File: config.mk
export PLATFORM = sky130hd
export DESIGN_NAME = gsp_ram
export DESIGN_NICKNAME = d
export VERILOG_FILES = /design/src/rtl/core/gsp_ram.sv
export SDC_FILE = /design/constraint.sdc
export NUM_CORES = 2
export LEC_CHECK = 0
export CORE_MARGIN = 2
export CORE_UTILIZATION = 65
export DETAILED_ROUTE_END_ITERATION = 7
export DONT_BUFFER_PORTS = 1
export PLACE_DENSITY = 0.81
export SYNTH_ARGS = -nofsm -noshare
export SYNTH_HDL_FRONTEND = slang
export SYNTH_SLANG_ARGS = --single-unit
File: constraint.sdc
create_clock -name i_clk -period 7.3 [get_ports i_clk]
set_input_delay 1.46 -clock i_clk [delete_from_list [all_inputs] [get_ports i_clk]]
set_output_delay 1.46 -clock i_clk [all_outputs]
set_load 0.005 [all_outputs]
File: src/rtl/core/gsp_ram.sv
// Generic single-write, single-read RAM with registered read data.
// Depends on nothing; every slot store of the pool is one of these.
module gsp_ram #(
    parameter int WIDTH  = 8,
    parameter int DEPTH  = 256,
    parameter int ADDR_W = $clog2(DEPTH)
) (
    input  logic              i_clk,
    input  logic              i_we,
    input  logic [ADDR_W-1:0] i_waddr,
    input  logic [WIDTH-1:0]  i_wdata,
    input  logic              i_re,
    input  logic [ADDR_W-1:0] i_raddr,
    output logic [WIDTH-1:0]  o_rdata
);

    logic [WIDTH-1:0] r_mem [DEPTH];
    logic [WIDTH-1:0] r_rdata;

    always_ff @(posedge i_clk) begin
        if (i_we) begin
            r_mem[i_waddr] <= i_wdata;
        end
        if (i_re) begin
            r_rdata <= r_mem[i_raddr];
        end
    end

    assign o_rdata = r_rdata;

endmodule

# After elaboration in Yosys (flattened, before gate mapping)
# Memories as Yosys holds them, arrays and structs flattened. A register that Yosys moved wholly into a read port is not among the register bits.
# Cells that the tools add are included.
# Widths: inputs -> output; s select.
# classes
mux	2
# ops
operator	count
$mux 1	2
# word_totals
ff_bits	0
mem_bits_rw	2048
in_bits	27
out_inout_bits	8
wordCells	3
n_memories	1
# memory_table
memory	words	word_bits	read_ports	rd_ports_with_merged_regs	write_ports	line	text
r_mem	256	8	1	1	1	17	logic [WIDTH-1:0] r_mem [DEPTH];

# Depth between registers and ports, before layout
# depth
ltp_word	2
ltp_mapped	11
mapped_depth_nobuf	6

# Worst setup path before layout
# OpenSTA, ideal clock, no wires.
# synth_path
path_kind	input to register
startpoint	in i_raddr[0]
endpoint	reg r_rdata[2] (netlist: o_rdata[2]) (read register of r_mem), data pin
setup_time_ps	269
arrival_time_ps	3267
required_ps	7031
setup_slack_ps	3764
cell_stages	9
n_path_buf	4
cell_sequence	buf_6 > buf_12 > buf_8 > buf_2 > mux4_2 > a22oi_1 > a21oi_1 > nor4_1 > nor4_2
# synth_rtl
item	line	text
start: declaration	13	input logic [ADDR_W-1:0] i_raddr,
end: declaration	18	logic [WIDTH-1:0] r_rdata;

==> impl_metrics.yaml <==
synth:
  ys_seq_area_share_pct: 77.53
  netlist_area_um2: 79640
  syn-mean-instance-area_um2: 21.33
  synth_fp_nets: 3760
  yosysUniqueCellTypes: 54
  netlist_instances: 3733
  synth_flop_cell: "edfxtp_1"
  yosysWarnings: 0
  synth_edf_count: 2056
  synth-seq-cells: 2056
  async_flop_share_pct: 0
clock_tree:
  cts.sinks: 2056
  cts-root-buf: "clkbuf_16"
  clock_latency_ns: 0.82
  cts_tree: "built"
  numCtsBuffers: 189
  cts_resized: 0
  path_clk_slew_ns: 0.06
  h-tree-depth: 4
  cts_setup_buffers: 0
  ctsHoldBuffers: 0
  cts.path.max_buffers: 3
final_layout:
  mostFrequentLayoutCell: "edfxtp_1"
  fillers: 6610
  fin_cells: 5509
  nets: 3755
  mostFrequentLayoutCells: "edfxtp_1 (2056), mux4_2 (454), nor2_1 (279), clkbuf_16 (197), mux2i_1 (134)"
  syn2layout_area_growth_pct: 8.902
  regArea_um2: 61740
  fin_area_um2: 86730
  multi_input_area_um2: 16480
  fin_util_pct: 71.25
  drive_gt1_share_pct: 19.88
sta:
  tightest_slew_ns: 1.766
  rsz0062_at_grt: "no"
  slew_viol_final: 186
  relSlewSlack_pct: -17.73
  setup_viol: 0
  fmax_ghz: 0.1637
  period_share_pct: 83.68
  worst_clock_skew_ns: 0.02071
  worst_hold_slack_ns: 0.7572
  period_needed_ns: 6.109
  timing.final.hold_violations: 0
  fin_setup_tns_ns: 0
placed_design:
  place_area_um2: 80500
  placed_cells_incl_taps: 5158
  portBuffers: 0
  place_congestion: 0.8614
  dp_hpwl_um: 100900
die:
  core-area_um2: 121700
  io_pins: 35
  die_h_um: 354.0
  rows: 128
  die_x_um: 354.0
  die_area_um2: 125300
  initial_utilization_pct: 65.43
worst_setup_path:
  rrSetupSlack_ns: 4.02
  cp.required_ns: 7.81
  worstReg2RegEnd: "o_rdata[3]"
  crit_type: "primary input to register"
  r2r_start: "r_mem[83][3]"
  start_kind: "primary input"
  end_kind: "register"
  reg2reg_depth: 6
  path_max_fanout: 171
  cp.arrival_ns: 6.62
grt:
  grt_max_degree: 579
  grt_use_total_pct: 31.15
  antenna_found_initial: 4
  grt_remaining_overflow: 0
  grt_pass1_wl_um: 279900
  grt_pass1_vias: 40030
run_status:
  status: "finished, violations left"
  violations: "slew limit"
route:
  routed-via-count: 40590
  drtAntennaViolNets: 0
  viasPerCell: 7.368
  routed_wl_um: 194600
  first_pass_iters: 6
  wl_per_cell_um: 35.32
  drt-initial-drc-count: 6579
  drc_errors: 0
pwr:
  irDropWorstVdd_mv: 0.2668
  p_leak_nw: 26.48
  p_per_area_nw_per_um2: 273.7
min_path:
  min_path_type: "primary input to register"
  hold_depth: 0
  worstHoldEndpoint: "r_mem[208][5]"
  hold_start: "i_wdata[5]"
flow_run:
  drv_cap: 0
[layout make-up]
class,count,share of cell area [%]
diodes,1,0.002885
clock buffers,233,5.840
clock inverters,113,1.205
inverters,2,0.008656
multi-input cells,1442,19.00
flip-flops and latches,2056,71.19
well taps,1625,2.344
repair buffers,37,0.4126
[per-stage QoR]
step                      setup WS (ns)  power (mW)
after global routing             0.9412       24.16
after global placement            2.447       13.95
final                             1.191       23.74
after CTS                         3.142       23.61
after floorplan                   3.764       13.91
after detailed placement          2.375       13.96
[layer usage]
metal / part of all wire (%) / GRT usage [%]
met1: 35 / 44.17
met2: 47 / 46.98
met3: 13 / 8.057
met4: 4.8 / 13.51
met5: 0.014 / 0
[kinds of logic after synthesis]
group | after synthesis | share of synthesized area (%)
DFF | 2056 | 77.53
muxes | 591 | 14.60
and+or+nand+nor | 466 | 2.625
AOI/OAI and AO/OA | 385 | 3.416
buffers and inverters | 235 | 1.829
[worst max path at each step]
stage | start | cells after the start | endpoint
after floorplan | i_raddr[0] | 9 | o_rdata[2]
after global placement | i_raddr[1] | 6 | o_rdata[2]
after detailed placement | i_raddr[1] | 6 | o_rdata[2]
after CTS | i_raddr[1] | 6 | o_rdata[2]
after global routing | i_raddr[0] | 9 | o_rdata[7]
final | i_raddr[0] | 9 | o_rdata[7]
[synthesized netlist by cell type, drive strengths merged, types with 4 or more instances]
cell type,instances,share of area (%)
o21ai,12,0.075
edfxtp,2056,78
o221ai,47,0.52
o22a,5,0.055
mux4,456,13
nand3,34,0.21
o32ai,5,0.064
a21oi,96,0.60
a221oi,14,0.16
mux2i,134,1.7
clkbuf,111,0.52
nand2b,8,0.063
a2111oi,5,0.066
or2,4,0.031
o22ai,28,0.22
nand4,10,0.079
nor2,282,1.3
nor4,27,0.24
buf,122,1.3
a211oi,16,0.15
a22o,8,0.088
a22oi,133,1.3
nor3,22,0.14
o211ai,10,0.094
nand2,33,0.16
and2,6,0.047
nor2b,31,0.24
[sequential cells by signal, indices dropped and copies added, names as in the netlist]
signal	count
o_rdata	8
r_mem	2048
[critical path, stage by stage]
cell      delay (ns)
buf_16          0.48
buf_16          0.81
buf_16          0.83
mux4_2          0.61
nor2b_1         0.14
a211oi_1        0.43
nor3_1          0.24
nor4_1          0.98
nor4_1          0.08
[report_power, final]
part | leakage (nW) | switching, mW | internal (mW) | total (mW)
registers | 18.5 | 0.0222 | 13.0 | 13.0
clock network | 2.99 | 4.25 | 5.62 | 9.87
logic | 5.00 | 0.465 | 0.359 | 0.824
total | 26.5 | 4.74 | 19.0 | 23.7
No activity file was read; power rests on OpenSTA's default activity.
