<file path="src/rtl/core/gsp_pkg.sv">
// Shared types, constants and field layouts for the generational slot pool.
// Used by every module of the block but gsp_ram; depends on nothing.
package gsp_pkg;

    localparam int MAX_SLOTS      = 1024;
    localparam int POOL_COUNT_DEF = 3;
    localparam int SLOT_W         = 10;
    localparam int GEN_W          = 8;
    localparam int OWNER_W        = 32;
    localparam int WORD_W         = 64;
    localparam int N_WORDS        = 5;
    localparam int CAP_W          = 11;
    localparam int CNT_W          = 10;
    localparam int SHAPE_W        = 3;
    localparam int KIND_W         = 2;
    localparam int META_W         = GEN_W + 1;
    localparam int DATA_W         = N_WORDS * WORD_W + OWNER_W;

    localparam int IN_DATA_W  = 376;
    localparam int IN_USER_W  = 5;
    localparam int OUT_DATA_W = 384;
    localparam int OUT_USER_W = 1;

    localparam logic [CAP_W-1:0] CAP_RESET   = CAP_W'(1024);
    localparam logic [CAP_W-1:0] CAP_LIMIT   = CAP_W'(MAX_SLOTS);
    localparam logic [CAP_W-1:0] HW_RESET    = CAP_W'(1);

    localparam logic [KIND_W-1:0] KIND_INSERT = 2'd0;
    localparam logic [KIND_W-1:0] KIND_REMOVE = 2'd1;
    localparam logic [KIND_W-1:0] KIND_LOOKUP = 2'd2;

    localparam logic [SHAPE_W-1:0] SHAPE_SPHERE  = 3'd0;
    localparam logic [SHAPE_W-1:0] SHAPE_CAPSULE = 3'd2;

    localparam logic [GEN_W-1:0] GEN_MAX   = 8'hFF;
    localparam logic [GEN_W-1:0] GEN_FIRST = 8'd1;

    typedef logic [N_WORDS-1:0][WORD_W-1:0] t_payload;

    // Slave-side tdata, lowest field last.
    typedef struct packed {
        logic [5:0]         pad;
        logic [WORD_W-1:0]  payload_e;
        logic [WORD_W-1:0]  payload_d;
        logic [WORD_W-1:0]  payload_c;
        logic [WORD_W-1:0]  payload_b;
        logic [WORD_W-1:0]  payload_a;
        logic [OWNER_W-1:0] owner_id;
        logic [GEN_W-1:0]   generation;
        logic [SLOT_W-1:0]  slot;
    } t_in_data;

    typedef struct packed {
        logic [SHAPE_W-1:0] shape;
        logic [KIND_W-1:0]  kind;
    } t_in_user;

    // Master-side tdata, lowest field last.
    typedef struct packed {
        logic [3:0]         pad;
        logic [CNT_W-1:0]   pool_live_count;
        logic [WORD_W-1:0]  out_payload_e;
        logic [WORD_W-1:0]  out_payload_d;
        logic [WORD_W-1:0]  out_payload_c;
        logic [WORD_W-1:0]  out_payload_b;
        logic [WORD_W-1:0]  out_payload_a;
        logic [OWNER_W-1:0] out_owner;
        logic [GEN_W-1:0]   out_generation;
        logic [SLOT_W-1:0]  out_slot;
    } t_out_data;

    typedef struct packed {
        logic [KIND_W-1:0]  kind;
        logic [SHAPE_W-1:0] shape;
        logic [SLOT_W-1:0]  slot;
        logic [GEN_W-1:0]   generation;
        logic [OWNER_W-1:0] owner_id;
        t_payload           payload;
    } t_item;

    typedef struct packed {
        logic [GEN_W-1:0] gen;
        logic             live;
    } t_meta;

    typedef struct packed {
        logic               success;
        logic [SLOT_W-1:0]  slot;
        logic [GEN_W-1:0]   gen;
        logic [OWNER_W-1:0] owner;
        t_payload           payload;
        logic [CNT_W-1:0]   count;
    } t_result;

    typedef struct packed {
        logic              en;
        logic              head_we;
        logic [SLOT_W-1:0] head_val;
        logic              hw_inc;
        logic              live_inc;
        logic              live_dec;
    } t_pool_upd;

    typedef enum logic {
        S_IDLE,
        S_EXEC
    } t_state;

    typedef struct packed {
        logic in_ready;
        logic accept;
        logic fire;
    } t_seq_ctrl;

endpackage

</file>
<file path="src/rtl/core/gsp_pool.sv">
// Per-pool bookkeeping registers: free-list head, high-water mark, live count.
// Depends on gsp_pkg; updated by the execute unit through t_pool_upd.
module gsp_pool #(
    parameter int POOL_COUNT = gsp_pkg::POOL_COUNT_DEF,
    parameter int PW         = (POOL_COUNT > 1) ? $clog2(POOL_COUNT) : 1
) (
    input  logic                       i_clk,
    input  logic                       i_rst_n,
    input  logic [PW-1:0]              i_pool,
    input  gsp_pkg::t_pool_upd         i_upd,
    output logic [gsp_pkg::SLOT_W-1:0] o_head,
    output logic [gsp_pkg::CAP_W-1:0]  o_hw,
    output logic [gsp_pkg::CNT_W-1:0]  o_live
);

    import gsp_pkg::*;

    logic [SLOT_W-1:0] r_head [POOL_COUNT];
    logic [CAP_W-1:0]  r_hw   [POOL_COUNT];
    logic [CNT_W-1:0]  r_live [POOL_COUNT];

    always_ff @(posedge i_clk) begin
        if (!i_rst_n) begin
            for (int p = 0; p < POOL_COUNT; p++) begin
                r_head[p] <= '0;
                r_hw[p]   <= HW_RESET;
                r_live[p] <= '0;
            end
        end else if (i_upd.en) begin
            if (i_upd.head_we) begin
                r_head[i_pool] <= i_upd.head_val;
            end
            if (i_upd.hw_inc) begin
                r_hw[i_pool] <= r_hw[i_pool] + 1'b1;
            end
            if (i_upd.live_inc) begin
                r_live[i_pool] <= r_live[i_pool] + 1'b1;
            end else if (i_upd.live_dec) begin
                r_live[i_pool] <= r_live[i_pool] - 1'b1;
            end
        end
    end

    assign o_head = r_head[i_pool];
    assign o_hw   = r_hw[i_pool];
    assign o_live = r_live[i_pool];

endmodule

</file>
<file path="config.mk">
export PLATFORM = sky130hd
export DESIGN_NAME = gsp_pool
export DESIGN_NICKNAME = d
export VERILOG_FILES = /design/src/rtl/core/gsp_pkg.sv /design/src/rtl/core/gsp_pool.sv
export SDC_FILE = /design/constraint.sdc
export NUM_CORES = 1
export LEC_CHECK = 0
export ABC_AREA = 1
export BUFFER_PORTS_ARGS = -buffer_cell sky130_fd_sc_hd__buf_4
export CAP_MARGIN = 30
export CORE_MARGIN = 2
export CORE_UTILIZATION = 25
export CTS_CLUSTER_DIAMETER = 100
export DETAILED_ROUTE_END_ITERATION = 8
export PLACE_DENSITY = 0.44
export SLEW_MARGIN = 20
export SYNTH_ARGS = -nofsm -noshare
export SYNTH_HDL_FRONTEND = slang
export SYNTH_SLANG_ARGS = --single-unit
</file>
<file path="constraint.sdc">
create_clock -name i_clk -period 5.3 [get_ports i_clk]
set_input_delay 0.795 -clock i_clk [delete_from_list [all_inputs] [get_ports i_clk]]
set_output_delay 0.795 -clock i_clk [all_outputs]
set_load 0.01 [all_outputs]
</file>
After elaboration in Yosys (flattened, before gate mapping):

Memory sizes are Yosys's and may differ from the RTL's.
Cells that the tools add are included.

* register bits: 0
* bits in writable memories: 93
* input bits: 19
* output and inout port bits: 31
* logic and storage cells: 38
* memories kept: 3

Memories
* r_hw: depth 3, bits a word 11, rd ports 1, clocked after Yosys merged registers in 0, wr ports 3, line gsp_pool.sv:19 `logic [CAP_W-1:0] r_hw [POOL_COUNT];`
* r_head: depth 3, bits a word 10, rd ports 1, clocked after Yosys merged registers in 0, wr ports 3, line gsp_pool.sv:18 `logic [SLOT_W-1:0] r_head [POOL_COUNT];`
* r_live: depth 3, bits a word 10, rd ports 1, clocked after Yosys merged registers in 0, wr ports 3, line gsp_pool.sv:20 `logic [CNT_W-1:0] r_live [POOL_COUNT];`

* $add $sub $neg: 3
* multiplexer cells: 28
* bitwise operators: 1
* reduce and logical (&&, ||, !) cells: 3

Operator list (number)
* $mux 10: 3
* $mux 1: 21
* $reduce_or 10->1: 2
* $add 11x1->11 const B: 1
* $mux 11: 1
* $reduce_or 11->1: 1
* $add 10x1->10 const B: 1
* $sub 10x1->10 const B: 1
* $mux 2: 3
* $or 1x1->1: 1

Longest topological paths before layout:

* depth after elaboration: 8
* gate-level depth with buffers: 20
* depth with buffers taken out: 18

Worst setup path after synthesis:

No wires, ideal clock.

* path type: input -> register
* start: input port i_pool[0]
* end: memory r_live[2][9], data pin
* library setup time: 266 ps
* data arrival time: 2566 ps
* data required time: 5034 ps
* path slack: 2468 ps
* stages on the path: 14
* buffers on the path: 3
* cells stage by stage: buf_6 nor2_4 buf_6 clkbuf_1 a22oi_1 nand3_1 ha_1 nand3_1 nor2_2 nand3_1 nand3_1 nand2_1 nand2_2 nor2_1

RTL lines
* start: declaration: line gsp_pool.sv:9 `input logic [PW-1:0] i_pool,`
* end: declaration: line gsp_pool.sv:20

Worst setup path after layout:

* start: input port i_pool[1]
* end: output port o_hw[0] in the netlist's numbering

* cells in the longest elaborated chain, start to end: 1

RTL lines
* $mem_v2 3x11
* end: declaration: line gsp_pool.sv:12 `output logic [gsp_pkg::CAP_W-1:0] o_hw,`

Every way passes these cells.

==> run_results.csv <==
group,metric,value,unit
run_status,status,"complete, no violations",
floorplanning,ios,50,
synth,syn_area_per_cell,10.2,um2
placement,gp_congestion,0.821,
synth,netlist_instances,605,
sta,finalSetupViolations,0,
synth,synth_cell_type_count,34,
placement,place_hpwl,10.6,mm
global_route,grt_pass1_vias,4309,
clock_network,cts_resized,0,
sta,tightest_slew,0.847,ns
floorplanning,die_area,25900,um2
clock_network,cts_hold_buf,0,
global_route,grt_first_pass_wirelength,25.0,mm
sta,period_share,64.0,%
pwr,swShare,25.0,%
pwr,power_density,344,nW/um2
finish,final_cell_mix,"nand2_1 (145), edfxtp_1 (124), nor2_1 (102)",
synth,synth_fp_nets,627,
sta,period_minus_slack,3.39,ns
clock_network,htree_levels,4,
floorplanning,core,24200,um2
pwr,power.switching,0.636,mW
clock_network,cts_num_sinks,124,
floorplanning,std_cell_rows,57,
pwr,power_leakage,3.07,nW
global_route,overflow,0,
detailed_routing,wl_per_cell,16.1,um
finish,diodes,0,
pwr,comb_power_share,10.9,%
setup_path,critical_path_class,"in2out",
finish,nNetsFinal,675,
finish,drive_gt1_share,23.9,%
synth,yosys_warnings,0,
setup_path,start_kind,"input pin",
placement,portBuffers,49,
min_path,hold_depth,1,
detailed_routing,drc_errors,0,
global_route,grt_max_degree,29,
setup_path,worst-endpoint-arrival,2.60,ns
sta,drv_slew,0,
floorplanning,die_y,161,um
finish,layout_commonest_cell,"nand2_1",
sta,fin_tns_setup,0,ns
setup_path,required,4.51,ns
clock_network,post_cts_buffers,0,
detailed_routing,viasPerCell,4.30,
detailed_routing,vias,4253,
sta,fin_skew,0.00666,ns
min_path,hp-class,"in2reg",
synth,ys_ff_latch,124,
sta,finalHoldViolations,0,
job,cap_violations,0,
pwr,power,2.54,mW
clock_network,cts_tree,"done",
detailed_routing,drt-initial-drc-count,276,
pwr,vdd_drop_max,0.211,mV
sta,grt_setup_unrepaired,"false",
clock_network,root_buffer,"clkbuf_16",
detailed_routing,wirelength,15.9,mm
setup_path,worst-path-max-fanout,25,
global_route,antenna_found_initial,0,
setup_path,r2r_cells,8,
finish,area_growth,19.8,%
setup_path,endpoint_kind,"output port",
finish,fin_util,30.4,%
detailed_routing,antenna_left,0,
floorplanning,initial_core_util,25.4,%
clock_network,insertion_delay,0.41,ns
global_route,track_usage,12.9,%
pwr,clkPwrFrac,44.4,%
sta,fmax,295,MHz
clock_network,clk_pin_slew,0.06,ns
synth,syn_area,6160,um2
sta,relSlewSlack,43.4,%
clock_network,clock_path_buffers,2,
pwr,sequentialPowerShare,44.8,%
finish,nFillCells,2558,
pwr,internal-power,1.90,mW
floorplanning,fp.dieW,161,um
detailed_routing,drtPass1Iterations,5,
synth,seq_area_frac_synth,60.5,%
clock_network,numCtsBuffers,17,
-- cell families (layout without fill, tap and decap cells) --
| logic type | count (synthesis) | after routing | share of synthesized area [%] |
|---|---|---|---|
| AND/OR/NAND/NOR | 336 | 336 | 25.3 |
| flip-flops | 124 | 124 | 60.5 |
| buffers and inverters | 88 | 149 | 6.70 |
| AO/OA/AOI/OAI | 43 | 43 | 5.00 |
| XOR/XNOR | 11 | 11 | 1.93 |
| adder cells (fa/ha/maj) | 3 | 3 | 0.609 |
-- critical path: stages --
cell	delay, ns
buf_4	0.22
inv_2	0.15
nor2_4	0.67
inv_1	0.19
nor2_1	0.17
nor3_2	0.09
inv_1	0.15
buf_4	0.15
-- per-stage QoR --
step	std cells	setup WS (ns)	instance area (um2)	hold slack (ns)
after floorplan	605	2.47	6160	0.659
after global placement	957	1.82	6790	0.693
after detailed placement	958	1.70	6800	0.681
after CTS	990	1.90	7380	0.549
after global routing	990	1.76	7380	0.548
final	990	1.91	7380	0.566
-- power groups by stage --
stage | sequential (mW) | clock (mW) | combinational, mW
6_report | 1.14 | 1.13 | 0.276
5_1_grt | 1.14 | 1.18 | 0.307
4_1_cts | 1.14 | 1.14 | 0.283
3_5_place_dp | 1.16 | 0 | 0.281
3_3_place_gp | 1.16 | 0 | 0.280
2_1_floorplan | 1.15 | 0 | 0.178
-- metal layers --
layer | up-vias | GRT usage [%] | wire (um) | share of wire (%)
met5 | - | 0 | 0 | 0
met1 | 2069 | 16.7 | 7320 | 46
met3 | 13 | 2.32 | 536 | 3.4
met4 | 0 | 4.59 | 216 | 1.4
met2 | 85 | 21.5 | 7850 | 49
li1 | 2086 | - | - | -
-- worst paths after layout --
| kind | startpoint | end | slack [ns] |
|---|---|---|---|
| setup reg to reg | r_hw[0][0] | r_hw[0][4] | 3.14 |
| hold / removal | i_upd[5] | r_head[3][2] | 0.57 |
| setup / recovery | i_pool[1] | o_hw[0] | 1.91 |
| hold reg to reg | r_hw[1][0] | r_hw[3][0] | 0.68 |
-- sequential cells by signal (all words and copies together) (netlist names) --
name and cells:
r_hw 44, r_head 40, r_live 40
-- synthesized netlist by cell type --
cell type  number  share of area [%]
nor2_4          4               0.73
a22o_1          1               0.14
inv_8           1               0.18
buf_12          1               0.33
nor3_4          1               0.26
nor2_8          1               0.33
ha_1            3               0.61
xor2_2          2               0.53
xnor2_2         1               0.26
nor2_1        103                6.3
o21ai_0         1              0.081
a22oi_2         2               0.41
xnor2_1         4               0.57
clkbuf_1       13               0.79
a21oi_1         7               0.57
nand2_1       145                8.8
nand4_1         3               0.30
xor2_1          4               0.57
nand3_1        22                1.8
o21ai_1         4               0.33
nand2_2        38                3.9
buf_6           6                1.1
edfxtp_1      124                 60
nor2_2          3               0.30
inv_2           4               0.24
buf_4           3               0.37
nand2_4         5               0.91
inv_1          58                3.5
o21bai_2        1               0.18
nand3b_1        2               0.24
nor3_2          3               0.49
a22oi_1        27                3.3
clkinv_2        2               0.16
nand3_2         6               0.98
-- area by class of cell --
cell class / instances / area (um2) / area share (%)
clock inverter: 15 / 150 / 2.03
sequential: 124 / 3720 / 50.5
clock buffer: 17 / 425 / 5.77
multi-input combinational: 393 / 2030 / 27.5
timing repair buffer: 52 / 394 / 5.34
inverter: 65 / 254 / 3.44
tap: 324 / 405 / 5.49
No activity file was read; power rests on OpenSTA's default activity.
