## config.mk

```make
export PLATFORM = sky130hd
export DESIGN_NAME = gsp_exec
export DESIGN_NICKNAME = d
export VERILOG_FILES = /design/src/rtl/core/gsp_pkg.sv /design/src/rtl/core/gsp_exec.sv
export SDC_FILE = /design/constraint.sdc
export NUM_CORES = 1
export LEC_CHECK = 0
export BUFFER_PORTS_ARGS = -buffer_cell sky130_fd_sc_hd__buf_2
export CAP_MARGIN = 20
export CORE_AREA = 2 2 463 465
export DETAILED_ROUTE_END_ITERATION = 16
export DIE_AREA = 0 0 465 467
export GPL_ROUTABILITY_DRIVEN = 0
export SYNTH_ARGS = -nofsm -noshare
export SYNTH_HDL_FRONTEND = slang
export SYNTH_SLANG_ARGS = --single-unit
```

## constraint.sdc

```tcl
create_clock -name vclk -period 3.85
set_input_delay 0.5775 -clock vclk [all_inputs]
set_output_delay 0.5775 -clock vclk [all_outputs]
set_load 0.005 [all_outputs]
```

## src/rtl/core/gsp_pkg.sv

```systemverilog
// Shared types, constants and field layouts for the generational slot pool.
// Used by every module of the block but gsp_ram; depends on nothing.
package gsp_pkg;

    localparam int MAX_SLOTS      = 1024;
    localparam int POOL_COUNT_DEF = 3;
    localparam int SLOT_W         = 10;
    localparam int GEN_W          = 8;
    localparam int OWNER_W        = 32;
    localparam int WORD_W         = 64;
    localparam int N_WORDS        = 5;
    localparam int CAP_W          = 11;
    localparam int CNT_W          = 10;
    localparam int SHAPE_W        = 3;
    localparam int KIND_W         = 2;
    localparam int META_W         = GEN_W + 1;
    localparam int DATA_W         = N_WORDS * WORD_W + OWNER_W;

    localparam int IN_DATA_W  = 376;
    localparam int IN_USER_W  = 5;
    localparam int OUT_DATA_W = 384;
    localparam int OUT_USER_W = 1;

    localparam logic [CAP_W-1:0] CAP_RESET   = CAP_W'(1024);
    localparam logic [CAP_W-1:0] CAP_LIMIT   = CAP_W'(MAX_SLOTS);
    localparam logic [CAP_W-1:0] HW_RESET    = CAP_W'(1);

    localparam logic [KIND_W-1:0] KIND_INSERT = 2'd0;
    localparam logic [KIND_W-1:0] KIND_REMOVE = 2'd1;
    localparam logic [KIND_W-1:0] KIND_LOOKUP = 2'd2;

    localparam logic [SHAPE_W-1:0] SHAPE_SPHERE  = 3'd0;
    localparam logic [SHAPE_W-1:0] SHAPE_CAPSULE = 3'd2;

    localparam logic [GEN_W-1:0] GEN_MAX   = 8'hFF;
    localparam logic [GEN_W-1:0] GEN_FIRST = 8'd1;

    typedef logic [N_WORDS-1:0][WORD_W-1:0] t_payload;

    // Slave-side tdata, lowest field last.
    typedef struct packed {
        logic [5:0]         pad;
        logic [WORD_W-1:0]  payload_e;
        logic [WORD_W-1:0]  payload_d;
        logic [WORD_W-1:0]  payload_c;
        logic [WORD_W-1:0]  payload_b;
        logic [WORD_W-1:0]  payload_a;
        logic [OWNER_W-1:0] owner_id;
        logic [GEN_W-1:0]   generation;
        logic [SLOT_W-1:0]  slot;
    } t_in_data;

    typedef struct packed {
        logic [SHAPE_W-1:0] shape;
        logic [KIND_W-1:0]  kind;
    } t_in_user;

    // Master-side tdata, lowest field last.
    typedef struct packed {
        logic [3:0]         pad;
        logic [CNT_W-1:0]   pool_live_count;
        logic [WORD_W-1:0]  out_payload_e;
        logic [WORD_W-1:0]  out_payload_d;
        logic [WORD_W-1:0]  out_payload_c;
        logic [WORD_W-1:0]  out_payload_b;
        logic [WORD_W-1:0]  out_payload_a;
        logic [OWNER_W-1:0] out_owner;
        logic [GEN_W-1:0]   out_generation;
        logic [SLOT_W-1:0]  out_slot;
    } t_out_data;

    typedef struct packed {
        logic [KIND_W-1:0]  kind;
        logic [SHAPE_W-1:0] shape;
        logic [SLOT_W-1:0]  slot;
        logic [GEN_W-1:0]   generation;
        logic [OWNER_W-1:0] owner_id;
        t_payload           payload;
    } t_item;

    typedef struct packed {
        logic [GEN_W-1:0] gen;
        logic             live;
    } t_meta;

    typedef struct packed {
        logic               success;
        logic [SLOT_W-1:0]  slot;
        logic [GEN_W-1:0]   gen;
        logic [OWNER_W-1:0] owner;
        t_payload           payload;
        logic [CNT_W-1:0]   count;
    } t_result;

    typedef struct packed {
        logic              en;
        logic              head_we;
        logic [SLOT_W-1:0] head_val;
        logic              hw_inc;
        logic              live_inc;
        logic              live_dec;
    } t_pool_upd;

    typedef enum logic {
        S_IDLE,
        S_EXEC
    } t_state;

    typedef struct packed {
        logic in_ready;
        logic accept;
        logic fire;
    } t_seq_ctrl;

endpackage

```

## src/rtl/core/gsp_exec.sv

```systemverilog
// Execute unit: handle check, generation bump and write-back decisions for
// one operation. Depends on gsp_pkg; purely combinational.
module gsp_exec (
    input  gsp_pkg::t_item              i_item,
    input  logic [gsp_pkg::SLOT_W-1:0]  i_acc_slot,
    input  logic                        i_sup,
    input  logic                        i_take_ok,
    input  logic                        i_from_list,
    input  gsp_pkg::t_meta              i_meta,
    input  logic [gsp_pkg::SLOT_W-1:0]  i_link,
    input  logic [gsp_pkg::OWNER_W-1:0] i_owner_rd,
    input  gsp_pkg::t_payload           i_payload_rd,
    input  logic [gsp_pkg::CAP_W-1:0]   i_hw,
    input  logic [gsp_pkg::CNT_W-1:0]   i_live,
    input  logic [gsp_pkg::CAP_W-1:0]   i_cap,
    output gsp_pkg::t_result            o_res,
    output logic                        o_meta_we,
    output gsp_pkg::t_meta              o_meta_wd,
    output logic                        o_link_we,
    output logic                        o_data_we,
    output gsp_pkg::t_pool_upd          o_upd
);

    import gsp_pkg::*;

    logic             known;
    logic [GEN_W-1:0] old_gen;
    logic             old_live;
    logic [GEN_W-1:0] new_gen;
    logic             handle_ok;
    logic             ins_ok;
    logic             rem_ok;
    logic             look_ok;
    logic [CNT_W-1:0] live_next;

    // Entries at or above the high-water mark were never allocated.
    assign known    = ({1'b0, i_acc_slot} < i_hw);
    assign old_gen  = known ? i_meta.gen : '0;
    assign old_live = known & i_meta.live;
    assign new_gen  = (old_gen == GEN_MAX) ? GEN_FIRST : old_gen + 1'b1;

    assign handle_ok = i_sup && (i_acc_slot != '0) && ({1'b0, i_acc_slot} <= i_cap)
                       && old_live && (old_gen == i_item.generation);

    assign ins_ok  = (i_item.kind == KIND_INSERT) && (i_item.owner_id != '0)
                     && i_sup && i_take_ok;
    assign rem_ok  = (i_item.kind == KIND_REMOVE) && handle_ok;
    assign look_ok = (i_item.kind == KIND_LOOKUP) && handle_ok;

    always_comb begin
        live_next = i_live;
        if (ins_ok) begin
            live_next = i_live + 1'b1;
        end else if (rem_ok) begin
            live_next = i_live - 1'b1;
        end
    end

    always_comb begin
        o_res       = '0;
        o_res.count = i_sup ? live_next : '0;
        if (ins_ok) begin
            o_res.success = 1'b1;
            o_res.slot    = i_acc_slot;
            o_res.gen     = new_gen;
        end else if (rem_ok || look_ok) begin
            o_res.success = 1'b1;
            o_res.slot    = i_acc_slot;
            o_res.gen     = i_item.generation;
        end
        if (look_ok) begin
            o_res.owner   = i_owner_rd;
            o_res.payload = i_payload_rd;
            // Sphere has no half extent word; capsule has no half z.
            if (i_item.shape == SHAPE_SPHERE) begin
                o_res.payload[N_WORDS-1] = '0;
            end else if (i_item.shape == SHAPE_CAPSULE) begin
                o_res.payload[N_WORDS-1][WORD_W-1:WORD_W/2] = '0;
            end
        end
    end

    assign o_meta_we = ins_ok | rem_ok;
    assign o_meta_wd = ins_ok ? t_meta'{gen: new_gen, live: 1'b1}
                              : t_meta'{gen: old_gen, live: 1'b0};
    assign o_link_we = rem_ok;
    assign o_data_we = ins_ok;

    always_comb begin
        o_upd          = '0;
        o_upd.en       = ins_ok | rem_ok;
        o_upd.head_we  = (ins_ok && i_from_list) || rem_ok;
        o_upd.head_val = rem_ok ? i_acc_slot : i_link;
        o_upd.hw_inc   = ins_ok && !i_from_list;
        o_upd.live_inc = ins_ok;
        o_upd.live_dec = rem_ok;
    end

endmodule

```

; ---- After elaboration in Yosys (flattened, before gate mapping)
; Index checks and enable logic that the tools add are counted.
[totals]
out_inout_bits = 408
wordCells = 43
ff_bits = 0
[classes]
eq_ne = 5
muxes = 13
reduce_logical = 18
n_bitwise = 2
n_addsub = 3
order_cmp = 2
[ops]
columns = cell, n
row1 = 352-bit two-way mux, 1
row2 = 32-bit two-way mux, 3
row3 = 10-bit two-way mux, 4
row4 = 19-bit two-way mux, 2
row5 = 32-bit nonzero test, 1
row6 = 8-bit two-way mux, 2
row7 = 10-bit by 11-bit less-or-equal comparator with 1-bit output, 1
row8 = 1-bit logical AND, 11
row9 = 10-bit by 11-bit less-than comparator with 1-bit output, 1
row10 = "10-bit by 1-bit adder with 10-bit output, second input constant", 1
row11 = 10-bit nonzero test, 1
row12 = "10-bit by 1-bit subtractor with 10-bit output, second input constant", 1
row13 = 9-bit two-way mux, 1
row14 = "8-bit by 1-bit adder with 8-bit output, second input constant", 1
row15 = 8-bit equality test, 1
row16 = "8-bit equality test, second input constant", 1
row17 = "3-bit by 2-bit equality test with 1-bit output, second input constant", 1
row18 = 3-bit logical NOT, 1
row19 = "2-bit by 1-bit equality test with 1-bit output, second input constant", 1
row20 = "2-bit equality test, second input constant", 1
row21 = 2-bit logical NOT, 1
row22 = 1-bit logical OR, 2
row23 = 1-bit AND, 1
row24 = 1-bit logical NOT, 1
row25 = 1-bit OR, 1

; ---- Depth between registers and ports, before layout
; Gate-level depths: netlist (run 1).
[logic_depth]
word_depth = 9
mapped_depth = 15
depth_no_buf = 15

; ---- Worst setup path after synthesis (run 1)
; OpenSTA, ideal clock, no wires.
[synth_timing]
path_kind = input port to output port
from = in i_hw[4] (netlist name)
to = out o_res[365] (netlist name)
arrival_time_ns = 3.146
required_ns = 3.273
setup_slack_ns = 0.127
path_buffers = 1
stages = 14
cell_sequence = inv_1 -> ha_1 -> a21oi_1 -> o21ai_0 -> nand2_1 -> nand2_1 -> clkbuf_1 -> nor2_1 -> ha_1 -> and3_1 -> and3_1 -> and3_1 -> or3_1 -> o2bb2ai_1
[synth_rtl]
columns = item, line
row1 = start: declaration, gsp_exec.sv:13  ; input logic [gsp_pkg::CAP_W-1:0] i_hw,
row2 = end: declaration, gsp_exec.sv:16  ; output gsp_pkg::t_result o_res,

==> impl_metrics.csv, run 1 <==
group,metric,value,unit
outcome,status,"finished clean",
global_route,gr-total-overflow,0,
floorplan,start_util,2.01,%
drt,drc,0,
floorplan,fp.dieH,467,um
finish,fin_cells,4417,
sta,rsz0062_at_grt,"yes",
place,dp_hpwl,132000,um
yosys,synth_top_area_share,53.6,%
finish,seq_cell_count,0,
global_route,antenna_found_initial,208,
global_route,grt_pass1_wl,155000,um
place,portBuffers,869,
sta,max_freq,260,MHz
yosys,syn_nets,1471,
sta,hold_viol,0,
flow_run,maxCapViolCount,0,
global_route,grt_max_degree,36,
floorplan,fp.dieW,465,um
place,dp_cells,4357,
sta,final.setup.tns,0,ps
critical_path,setup.worst_path.end_class,"output port",
critical_path,worstPathArrival,3260,ps
drt,avgViaCountPerCell,2.14,
sta,min_period,3840,ps
critical_path,crit_path_start_kind,"primary input",
drt,drt.antenna.violating_nets,0,
finish,nets,2378,
finish,syn_to_final_growth,238,%
floorplan,coreArea,212000,um^2
sta,finalCritPeriodShare,99.7,%
sta,final_max_slew_viol_count,0,
sta,setup_violations,0,
yosys,synthCells,658,
finish,drive_gt1_share,67.0,%
critical_path,worstPathRequired,3270,ps
yosys,synthTopCellsByArea,"and2_1 54%, ha_1 6.5%, buf_4 2.8%",
drt,drtIter0Drc,306,
floorplan,core.rowCount,169,
sta,slew_headroom,67.9,%
power_and_ir_drop,irDropWorstVdd,0.0000271,V
drt,finalWirelength,140000,um
power_and_ir_drop,leakagePower,0.00675,uW
drt,firstDrtPassIters,5,
finish,regArea,0,um^2
critical_path,cp_max_fo,8,
finish,fillers,25100,
min_path,hp-class,"primary input to output port",
yosys,synth.largest_area_cell,"and2_1",
global_route,grt_pass1_vias,8351,
yosys,yosysWarnings,0,
yosys,yosysUniqueCellTypes,50,
yosys,syn_area_per_cell,6.46,um^2
drt,vias,9448,
floorplan,die_area,217000,um^2
yosys,synth_area,4250,um^2
drt,wl_per_cell,31.7,um
yosys,ys_seq_area_share,0,%
critical_path,critical_path_class,"primary input to output port",
sta,hold_slack,1420,ps
finish,nClkBuffers,0,
power_and_ir_drop,power_density,40.0,nW/um^2
global_route,grt.total_usage,12.1,%
sta,tightestPinTransition,478,ps
floorplan,boundaryPins,1199,
repair_timing:
item,4_1_cts,5_1_grt
gates cloned,7,6
hold buffers,0,0
hold endpoints to repair,0,0
pin swaps,5,32
setup endpoints to repair,349,360
setup buffers,4,13
gates resized for setup,89,133
metal layers:
metal | wire length [um] | global-route usage (%) | vias up
met2 | 56600 | 18.3 | 1020
met4 | 4390 | 1.83 | 56
met5 | 356 | 0 | -
met3 | 28100 | 10.6 | 367
li1 | - | - | 3956
met1 | 50500 | 12.9 | 4049
path summary, 6_finish.rpt:
check | endpoint | from | cells past startpoint
worst max-delay path | o_res[364] | i_acc_slot[0] | 14
worst min-delay path | o_res[256] | i_payload_rd[246] | 3
cell families (layout without fill, tap and decap cells):
family / after synthesis / count (layout) / share of synthesized area [%]
AOI/OAI and AO/OA: 52 / 52 / 8.45
xor gates and xnor gates: 18 / 18 / 3.71
adders and majority gates: 22 / 22 / 6.47
buffers and inverters: 77 / 982 / 9.53
muxes: 18 / 18 / 4.53
other: 0 / 33 / 0
and+or+nand+nor: 471 / 471 / 67.3
critical path, stage by stage:
cell	delay [ps]
buf_2	100
buf_4	170
inv_1	60
ha_1	290
and3_1	190
a311o_1	380
a21oi_4	140
buf_12	140
nor4_4	50
buf_12	140
buf_16	150
or2_2	420
a22o_1	270
buf_2	180
synth_stat cells, drive strengths merged (8+ instances only):
master / count
a21oi: 12
and2: 364
and3: 8
buf: 32
clkbuf: 18
ha: 22
inv: 26
mux2: 10
mux2i: 8
nand2: 29
nor2: 17
nor3: 9
nor4: 11
o21ai: 11
xnor2: 10
xor2: 8
stage by stage:
step	cell area, um^2	setup WS, ps	utilization, %	power [uW]
5_1_grt	14400	-97.2	6.78	633
6_report	14400	10.5	6.80	575
3_5_place_dp	13000	-374	6.14	515
4_1_cts	13600	-98.3	6.41	535
2_1_floorplan	4250	127	-	113
3_3_place_gp	13000	-351	6.14	511
cell usage in the layout, fill, tap and decap left out, types with 13 or more instances in the layout:
cell type | netlist | layout
buf_2 | 11 | 756
buf_6 | 5 | 34
inv_1 | 26 | 26
and2_1 | 364 | 329
diode_2 | 0 | 33
nor2_1 | 17 | 13
and2_4 | 0 | 30
nand2_1 | 29 | 26
buf_4 | 16 | 86
buf_12 | 0 | 53
report_power, final:
group	leakage (uW)	switching [uW]	internal [uW]
Sequential	0	0	0
Combinational	0.00675	272	303
Clock	0.000000200	0	0.00106
area by class of cell:
type	count	area [um^2]	share of cell area [%]
multi-input cells	581	4280	29.8
inverters	27	101	0.704
well taps	2821	3530	24.5
repair buffers	955	6390	44.4
diodes	33	82.6	0.574
No activity file was read; power rests on OpenSTA's default activity.
==> run 2, diff against run 1 <==
- CORE_AREA: 2 2 463 465 -> 2 2 471 473
- DIE_AREA: 0 0 465 467 -> 0 0 473 475
- RECOVER_POWER: not set -> 25
- clock period: 3.85 -> 4.8 ns (I/O delays scaled with it)
==> run 2 against run 1 <==
Net effect:
- power decreased by 32%
- hold slack improved by 290 ps
- sequential cell count unchanged
- count of clock-buffer cells in the layout unchanged
- critical endpoint is now o_res[219]
- largest cell class unchanged
- highest routed layer unchanged
==> impl_metrics.csv, run 2 (synthesis results as in run 1) <==
group,metric,value,unit
drt,finalWirelength,148000,um
finish,nClkBuffers,0,
sta,final.setup.tns,0,ps
sta,rsz0062_at_grt,"no",
floorplan,fp.dieH,475,um
sta,finalCritPeriodShare,96.6,%
floorplan,core.rowCount,172,
floorplan,start_util,1.94,%
drt,avgViaCountPerCell,2.06,
global_route,grt_max_degree,87,
critical_path,critical_path_class,"primary input to output port",
sta,slew_headroom,40.7,%
critical_path,cp_max_fo,24,
critical_path,setup.worst_path.end_class,"output port",
floorplan,die_area,225000,um^2
sta,setup_violations,0,
min_path,hp-class,"primary input to output port",
floorplan,coreArea,219000,um^2
global_route,grt_pass1_vias,7942,
drt,vias,9117,
finish,regArea,0,um^2
drt,firstDrtPassIters,4,
global_route,grt_pass1_wl,163000,um
global_route,grt.total_usage,12.6,%
outcome,status,"finished clean",
sta,max_freq,216,MHz
finish,fin_util,5.94,%
clock_tree,cts-hold-fix-buffers,0,
critical_path,worstPathArrival,3920,ps
sta,setup_slack,162,ps
critical_path,crit_path_start_kind,"primary input",
place,dp_slack,188,ps
power_and_ir_drop,power_density,30.1,nW/um^2
floorplan,boundaryPins,1199,
drt,drt.antenna.violating_nets,0,
global_route,antenna_found_initial,218,
drt,drtIter0Drc,400,
critical_path,crit_start,"i_acc_slot[2]",
sta,final_max_slew_viol_count,0,
sta,min_period,4640,ps
place,dp_hpwl,145000,um
global_route,gr-total-overflow,0,
drt,wl_per_cell,33.5,um
finish,final_common_cell,"buf_2",
finish,final_cell_mix,"759 x buf_2, 352 x and2_1, 60 x buf_12, 53 x clkbuf_1, 29 x nand2_1",
critical_path,worstPathRequired,4080,ps
finish,nets,2326,
power_and_ir_drop,irDropWorstVdd,0.0000190,V
drt,drc,0,
flow_run,maxCapViolCount,0,
finish,drive_gt1_share,57.1,%
place,portBuffers,869,
finish,seq_cell_count,0,
clock_tree,cts_setup_buffers,0,
floorplan,fp.dieW,473,um
finish,syn_to_final_growth,206,%
sta,tightestPinTransition,881,ps
clock_tree,cts_resized,0,
sta,hold_viol,0,
power_and_ir_drop,leakagePower,0.00603,uW
critical_path,cp-endpoint,"o_res[219]",
run 2: area by class of cell:
class	instances	area [um^2]
repair buffers	903	5400
diodes	35	87.6
inverters	27	101
multi-input cells	581	3820
well taps	2871	3590
fillers	26100	206000
run 2: power breakdown:
group	switching (uW)	leakage, uW	total [uW]	internal (uW)
Clock	0	0.000000213	0.000910	0.000909
Sequential	0	0	0	0
Combinational	196	0.00603	391	195
run 2: worst max-delay path, stage by stage:
cell      delay, ps
buf_2           170
ha_1            330
a21oi_1         120
o21ai_1         110
a31oi_1         180
buf_4           160
nand2_1          90
clkbuf_1        350
nor4_4          430
buf_12          200
clkbuf_2        340
and2_1          180
clkbuf_1        490
run 2: worst min path at each step:
stage / start / end / depth (start not counted)
detailed placement: i_payload_rd[2] / o_res[12] / 3
finish: i_payload_rd[254] / o_res[264] / 3
global route: i_payload_rd[300] / o_res[310] / 3
floorplan: i_from_list / o_upd[2] / 1
CTS: i_payload_rd[2] / o_res[12] / 3
global placement: i_payload_rd[232] / o_res[242] / 3
run 2: routing by layer:
metal | global-route usage, % | up-vias | routed length (um)
li1 | - | 3848 | -
met1 | 12.7 | 3811 | 49500
met2 | 18.7 | 1012 | 58900
met3 | 13.0 | 366 | 36100
met4 | 0.916 | 80 | 3250
met5 | 0 | - | 507
run 2: metrics by stage:
stage	cell area [um^2]	hold WS [ps]	instances	total power, uW
floorplan	4250	1470	658	90.7
global placement	13000	1710	4382	393
detailed placement	13000	1710	4382	399
CTS	13000	1710	4382	401
global route	12900	1720	4392	436
finish	13000	1710	4417	391
